`config.mk`:
```
export PLATFORM = sky130hd
export DESIGN_NAME = ir_swipe_gesture_detector
export DESIGN_NICKNAME = d
export VERILOG_FILES = /design/src/irsgd_pkg.sv /design/src/irsgd_window.sv /design/src/irsgd_tracker.sv /design/src/ir_swipe_gesture_detector.sv
export SDC_FILE = /design/constraint.sdc
export NUM_CORES = 1
export LEC_CHECK = 0
export ABC_AREA = 0
export BUFFER_PORTS_ARGS = -buffer_cell sky130_fd_sc_hd__buf_4
export CAP_MARGIN = 20
export CORE_AREA = 4 4 131 133
export CTS_CLUSTER_DIAMETER = 30
export DETAILED_ROUTE_END_ITERATION = 8
export DIE_AREA = 0 0 135 137
export PLACE_DENSITY = 0.78
export SYNTH_ARGS = -nofsm -noshare
export SYNTH_HDL_FRONTEND = slang
export SYNTH_SLANG_ARGS = --single-unit
```
`constraint.sdc`:
```
create_clock -name clk -period 4.9 [get_ports clk]
set_input_delay 0.98 -clock clk [delete_from_list [all_inputs] [get_ports clk]]
set_output_delay 0.98 -clock clk [all_outputs]
set_load 0.01 [all_outputs]
```
`src/irsgd_pkg.sv`:
```
// Shared constants and types for the IR swipe gesture detector.
package irsgd_pkg;

	localparam int WINDOW     = 8;
	localparam int SAMPLE_W   = 8;
	localparam int MIN_HITS_W = 7;
	localparam int HIT_W      = $clog2(WINDOW + 1);
	localparam int PADDR_W    = 3;
	localparam int PDATA_W    = 32;

	localparam logic [SAMPLE_W-1:0]   THRESHOLD_RST = 8'd100;
	localparam logic [MIN_HITS_W-1:0] MIN_HITS_RST  = 7'd4;

	typedef enum logic {
		REG_THRESHOLD = 1'b0,
		REG_MIN_HITS  = 1'b1
	} reg_idx_t;

	typedef struct packed {
		logic left_present;
		logic right_present;
		logic swipe_right;
		logic swipe_left;
	} result_t;

endpackage

```
`src/irsgd_window.sv`:
```
// Sample window of one sensor side with the hit count and presence decision.
module irsgd_window
	import irsgd_pkg::*;
(
	input  logic                  clk,
	input  logic                  arst_n,
	input  logic                  accept,
	input  logic [SAMPLE_W-1:0]   sample,
	input  logic [SAMPLE_W-1:0]   threshold,
	input  logic [MIN_HITS_W-1:0] min_hits,
	output logic                  present
);

	logic [SAMPLE_W-1:0] win_q   [WINDOW];
	logic [SAMPLE_W-1:0] win_nxt [WINDOW];
	logic [WINDOW-1:0]   hit_vec;
	logic [HIT_W-1:0]    hits;

	// The decision is taken on the window as it stands after the new sample enters.
	always_comb begin
		for (int i = 0; i < WINDOW - 1; i++) begin
			win_nxt[i] = win_q[i+1];
		end
		win_nxt[WINDOW-1] = sample;
		for (int i = 0; i < WINDOW; i++) begin
			hit_vec[i] = (win_nxt[i] > threshold);
		end
	end

	always_comb begin
		hits = '0;
		for (int i = 0; i < WINDOW; i++) begin
			hits = hits + HIT_W'(hit_vec[i]);
		end
	end

	assign present = (MIN_HITS_W'(hits) >= min_hits);

	always_ff @(posedge clk or negedge arst_n) begin
		if (!arst_n) begin
			for (int i = 0; i < WINDOW; i++) begin
				win_q[i] <= '0;
			end
		end else if (accept) begin
			for (int i = 0; i < WINDOW; i++) begin
				win_q[i] <= win_nxt[i];
			end
		end
	end

endmodule

```
`src/irsgd_tracker.sv`:
```
// Two-state swipe tracker: armed by one side, fired by the other.
module irsgd_tracker
	import irsgd_pkg::*;
(
	input  logic clk,
	input  logic arst_n,
	input  logic accept,
	input  logic arm_side,
	input  logic fire_side,
	output logic fire,
	output logic armed
);

	logic armed_q;
	logic armed_nxt;

	// Arming has priority; it is only possible from the disarmed state.
	always_comb begin
		armed_nxt = armed_q;
		fire      = 1'b0;
		if (arm_side && !armed_q) begin
			armed_nxt = 1'b1;
		end else if (fire_side && armed_q) begin
			armed_nxt = 1'b0;
			fire      = 1'b1;
		end
	end

	always_ff @(posedge clk or negedge arst_n) begin
		if (!arst_n) begin
			armed_q <= 1'b0;
		end else if (accept) begin
			armed_q <= armed_nxt;
		end
	end

	assign armed = armed_q;

endmodule

```
`src/ir_swipe_gesture_detector.sv`:
```
// IR swipe gesture detector: one left/right sample pair in, presence and swipe flags out.
// Usage: each accepted request carries one front-left and one front-right 8-bit sample.
// Every sample enters its side's window of the last 8 samples; a side is present when at
// least min_hits window entries exceed detect_threshold, checked against the register
// values at the time of the request. A right swipe fires when the left side armed the
// tracker on an earlier request and the right side is present now; a left swipe mirrors it.
// The block takes one request per clock cycle while the output is not stalled and delivers
// its result in the output register on the next cycle; the window update, hit count and
// tracker step all complete in the cycle of acceptance. Registers: 0x0 detect_threshold
// (reset 100), 0x4 min_hits (reset 4); write them only while no request is in flight.
module ir_swipe_gesture_detector
	import irsgd_pkg::*;
(
	input  logic                  clk,
	input  logic                  arst_n,
	input  logic                  psel,
	input  logic                  penable,
	input  logic                  pwrite,
	input  logic [PADDR_W-1:0]    paddr,
	input  logic [PDATA_W-1:0]    pwdata,
	output logic [PDATA_W-1:0]    prdata,
	output logic                  pready,
	input  logic                  in_valid,
	output logic                  in_ready,
	input  logic [SAMPLE_W-1:0]   left_sample,
	input  logic [SAMPLE_W-1:0]   right_sample,
	output logic                  out_valid,
	input  logic                  out_ready,
	output logic                  left_present,
	output logic                  right_present,
	output logic                  swipe_right,
	output logic                  swipe_left
);

	logic [SAMPLE_W-1:0]   threshold_q;
	logic [MIN_HITS_W-1:0] min_hits_q;
	reg_idx_t              reg_idx;
	logic                  cfg_wr;
	logic                  accept;
	logic                  lp;
	logic                  rp;
	logic                  fire_right;
	logic                  fire_left;
	logic                  right_armed;
	logic                  left_armed;
	result_t               res_q;
	logic                  out_valid_q;

	// Configuration port.
	assign pready  = 1'b1;
	assign reg_idx = reg_idx_t'(paddr[2]);
	assign cfg_wr  = psel && penable && pwrite;

	always_ff @(posedge clk or negedge arst_n) begin
		if (!arst_n) begin
			threshold_q <= THRESHOLD_RST;
			min_hits_q  <= MIN_HITS_RST;
		end else if (cfg_wr) begin
			unique case (reg_idx)
				REG_THRESHOLD: threshold_q <= pwdata[SAMPLE_W-1:0];
				REG_MIN_HITS:  min_hits_q  <= pwdata[MIN_HITS_W-1:0];
				default: ;
			endcase
		end
	end

	always_comb begin
		unique case (reg_idx)
			REG_THRESHOLD: prdata = PDATA_W'(threshold_q);
			REG_MIN_HITS:  prdata = PDATA_W'(min_hits_q);
			default:       prdata = '0;
		endcase
	end

	// The output register frees up as soon as its result is taken.
	assign in_ready = !out_valid_q || out_ready;
	assign accept   = in_valid && in_ready;

	irsgd_window u_left_win (
		.clk       (clk),
		.arst_n    (arst_n),
		.accept    (accept),
		.sample    (left_sample),
		.threshold (threshold_q),
		.min_hits  (min_hits_q),
		.present   (lp)
	);

	irsgd_window u_right_win (
		.clk       (clk),
		.arst_n    (arst_n),
		.accept    (accept),
		.sample    (right_sample),
		.threshold (threshold_q),
		.min_hits  (min_hits_q),
		.present   (rp)
	);

	irsgd_tracker u_right_trk (
		.clk       (clk),
		.arst_n    (arst_n),
		.accept    (accept),
		.arm_side  (lp),
		.fire_side (rp),
		.fire      (fire_right),
		.armed     (right_armed)
	);

	irsgd_tracker u_left_trk (
		.clk       (clk),
		.arst_n    (arst_n),
		.accept    (accept),
		.arm_side  (rp),
		.fire_side (lp),
		.fire      (fire_left),
		.armed     (left_armed)
	);

	always_ff @(posedge clk or negedge arst_n) begin
		if (!arst_n) begin
			out_valid_q <= 1'b0;
		end else if (in_ready) begin
			out_valid_q <= in_valid;
		end
	end

	always_ff @(posedge clk) begin
		if (accept) begin
			res_q.left_present  <= lp;
			res_q.right_present <= rp;
			res_q.swipe_right   <= fire_right;
			res_q.swipe_left    <= fire_left;
		end
	end

	assign out_valid     = out_valid_q;
	assign left_present  = res_q.left_present;
	assign right_present = res_q.right_present;
	assign swipe_right   = res_q.swipe_right;
	assign swipe_left    = res_q.swipe_left;

`ifndef SYNTHESIS
	// A swipe can only complete when the finishing side is present.
	a_right_needs_presence: assert property (@(posedge clk) disable iff (!arst_n)
		out_valid && swipe_right |-> right_present)
		else $error("swipe_right without right presence");

	a_left_needs_presence: assert property (@(posedge clk) disable iff (!arst_n)
		out_valid && swipe_left |-> left_present)
		else $error("swipe_left without left presence");

	// A fired tracker is disarmed while its result is on the output.
	a_right_disarmed: assert property (@(posedge clk) disable iff (!arst_n)
		out_valid && swipe_right |-> !right_armed)
		else $error("right tracker still armed after firing");

	a_left_disarmed: assert property (@(posedge clk) disable iff (!arst_n)
		out_valid && swipe_left |-> !left_armed)
		else $error("left tracker still armed after firing");
`endif

endmodule
```
==> metrics.cfg <==
[synthesis]
async_reset_ff_frac = 0.970
synth-main-ff-cell = dfrtp_1
synth.most_common_cell = ha_1
synth_top_area_frac = 0.368
ys_seq_area_frac = 0.395
synth_edf_count = 4
netlist_top_cells_area = dfrtp_1 (37%), ha_1 (21%), mux2_2 (15%)
yosys_warnings = 0
postSynthCellCount = 746
netlist_top_cells_count = ha_1 (142), dfrtp_1 (126), mux2_2 (113)
ys_types = 47
synth_top_area_cell = dfrtp_1
synth_seq_cells = 134
syn_area_mm2 = 0.00856
synth.avg_cell_area_um2 = 11.5

[pwr]
intPower_mw = 4.76
p_per_area_mw_per_mm2 = 777
p_leak_nw = 4.77
switching_share = 0.400
p_comb_frac = 0.617
ir_drop_mv = 0.978
seq_power_share = 0.231
power.share.clock = 0.152
power.switching_mw = 3.18
p_total_mw = 7.94

[critical_path]
worst_path_dominant_cell_family = adder cells
slowest_delay_ns = 0.55
path_depth = 20
r2r_slack_ns = 0.006
crit_path_top_delay_cell = dfstp_2
critical_path_buf_inv_count = 6
ff2ff_path_depth = 20
crit_path_start_kind = register
cp.arrival_ns = 5.21
required_ns = 5.22
end_kind = register
path_max_fanout = 3
path_cells = clkinvlp_4 > buf_6 > ha_4 > a21oi_2 > o21ai_2 > mux2i_1 > a21oi_1 > ha_1 > inv_2 > fa_1 > inv_1 > fa_1 > fa_2 > inv_2 > fa_1 > inv_2 > ha_4 > a2111oi_4 > nor3_2 > a2bb2oi_2
critPathKind = register to register

[detailed_routing]
dr.pass1.iters = 5
wl_met3_um = 784
highest_layer = met4
via_count = 5887
vias_per_cell = 5.58
route.antenna.remaining_nets = 0
routedWlPerCell_um = 17.4
drc = 0
routed_wl_um = 18300
route.met2.wl_um = 8950
wl_met1_um = 8150
drt_iter0_drc = 270

[layout]
ff_latch_area_mm2 = 0.00338
antenna_cells = 0
area_growth_pct = 19.3
multi_input_area_mm2 = 0.00510
fin_util = 0.645
layout-drive-gt1-share = 0.331
layout.nets = 1034
nFillCells = 1162

[floorplanning]
initial_core_util = 0.541
die_y_um = 137
coreArea_mm2 = 0.0158
rows = 46
ioPinCount = 97
die_w_um = 135
dieArea_mm2 = 0.0185

[clock_network]
cts_inserted_buffers = 17
clock_latency_ns = 0.42
cts_root_buf = clkbuf_16
htreeDepth = 4
cts.sinks = 134
cts_max_path_buffers = 2
cts.reportedPaths.clkPinSlew_ns = 0.06
cts_tree = yes

[run_status]
status = completed

[sta]
fin_hold_ws_ns = 0.476
min_period_ns = 4.89
relSlewSlack = 0.353
setup_viol = 0
rsz0062_at_grt = yes
period_share = 0.999
tightest_slew_ns = 0.971
final_max_slew_viol_count = 0
setup_ws_ns = 0.00578
fmax_mhz = 204
finalSetupTns_ns = 0
hold_viol = 0
fin_skew_ns = 0.0100

[placement]
dp_slack_ns = -0.483
place_congestion = 0.784
portBuffers = 45
place_hpwl_um = 13000

[global_routing]
grt_remaining_overflow = 0
antenna_found_initial = 0
grt_max_degree = 99
grt_use_total = 0.209
grt_pass1_wl_um = 30300
grt_pass1_vias = 6217

[worst_hold_path]
hold_depth = 2
hold_class = register to register

[run]
cap_violations = 0

## power groups by stage
stage | Combinational (mW) | Clock, mW | Sequential [mW]
after floorplan | 3.08 | 0 | 1.73
after global placement | 3.90 | 0 | 1.80
after detailed placement | 4.15 | 0 | 1.82
after CTS | 4.81 | 1.23 | 1.82
after global routing | 5.52 | 1.28 | 1.88
final | 4.90 | 1.21 | 1.83
## per-layer routing
metal | global-route usage | vias to the layer above
met5 | 0 | -
met4 | 0.0773 | 0
li1 | - | 2815
met2 | 0.354 | 123
met1 | 0.265 | 2913
met3 | 0.0467 | 36
## state kept, by name, indices dropped and copies added, names as in the netlist
register / cells
u_left_win.win_nxt: 56
u_right_win.win_nxt: 56
threshold_q: 8
min_hits_q: 7
left_present: 1
out_valid: 1
right_present: 1
swipe_left: 1
swipe_right: 1
u_left_trk.armed: 1
u_right_trk.armed: 1
## kinds of logic after synthesis
kind of cell | count (synthesis) | synth area share
XOR/XNOR | 2 | 0.00205
other | 2 | 0.000878
multiplexers | 123 | 0.161
adder cells (fa/ha/maj) | 150 | 0.226
AO/OA/AOI/OAI | 128 | 0.0915
AND/OR/NAND/NOR | 116 | 0.0697
buffers and inverters | 91 | 0.0542
flip-flops | 134 | 0.395
## area by class of cell
type                       instances  area share
sequential                       134       0.331
inverter                          51      0.0198
tap                              216      0.0265
timing repair buffer              78      0.0685
clock buffer                      24      0.0481
clock inverter                     8     0.00711
multi-input combinational        544       0.499
## worst register-to-register path, stage by stage, from the launching register on
cell	delay [ns]
dfstp_2	0.55
clkinvlp_4	0.12
buf_6	0.16
ha_4	0.25
a21oi_2	0.17
o21ai_2	0.08
mux2i_1	0.14
a21oi_1	0.06
ha_1	0.29
inv_2	0.04
fa_1	0.49
inv_1	0.05
fa_1	0.46
fa_2	0.38
inv_2	0.07
fa_1	0.42
inv_2	0.08
ha_4	0.20
a2111oi_4	0.47
nor3_2	0.11
a2bb2oi_2	0.19
## metrics by stage
step / instance area [um^2] / cells
2_1_floorplan: 8690 / 769
3_3_place_gp: 9280 / 1016
3_5_place_dp: 9280 / 1016
4_1_cts: 10200 / 1054
5_1_grt: 10200 / 1055
6_report: 10200 / 1055
## repair_timing
| action | in CTS | in global routing |
|---|---|---|
| setup buffers | 6 | 0 |
| hold buffers | 0 | 0 |
| endpoints found under the setup margin | 6 | 6 |
| pin swaps | 25 | 8 |
| resized for setup | 45 | 9 |
## worst paths after layout
path / from / endpoint
setup / recovery: threshold_q[5] / u_left_trk.armed
hold / removal: u_right_win.win_nxt[40] / u_right_win.win_nxt[48]
setup reg to reg: threshold_q[5] / u_left_trk.armed
hold reg to reg: u_right_win.win_nxt[40] / u_right_win.win_nxt[48]
max in group asynchronous: arst_n / u_left_win.win_nxt[19]
min in group asynchronous: arst_n / u_left_win.win_nxt[58]
## placed cells by master (no fill, tap or decap), types with 8 or more instances in the layout
master,instances
a21oi_1,38
buf_4,65
clkbuf_16,17
conb_1,25
dfrtp_1,126
ha_1,125
ha_4,16
inv_1,40
inv_2,8
mux2_2,113
mux2i_1,9
nand2_1,36
nand4_1,24
nor2_1,25
nor2b_1,11
o21a_1,12
o21ai_0,32
Note: power is estimated with default switching activity, not from simulation.
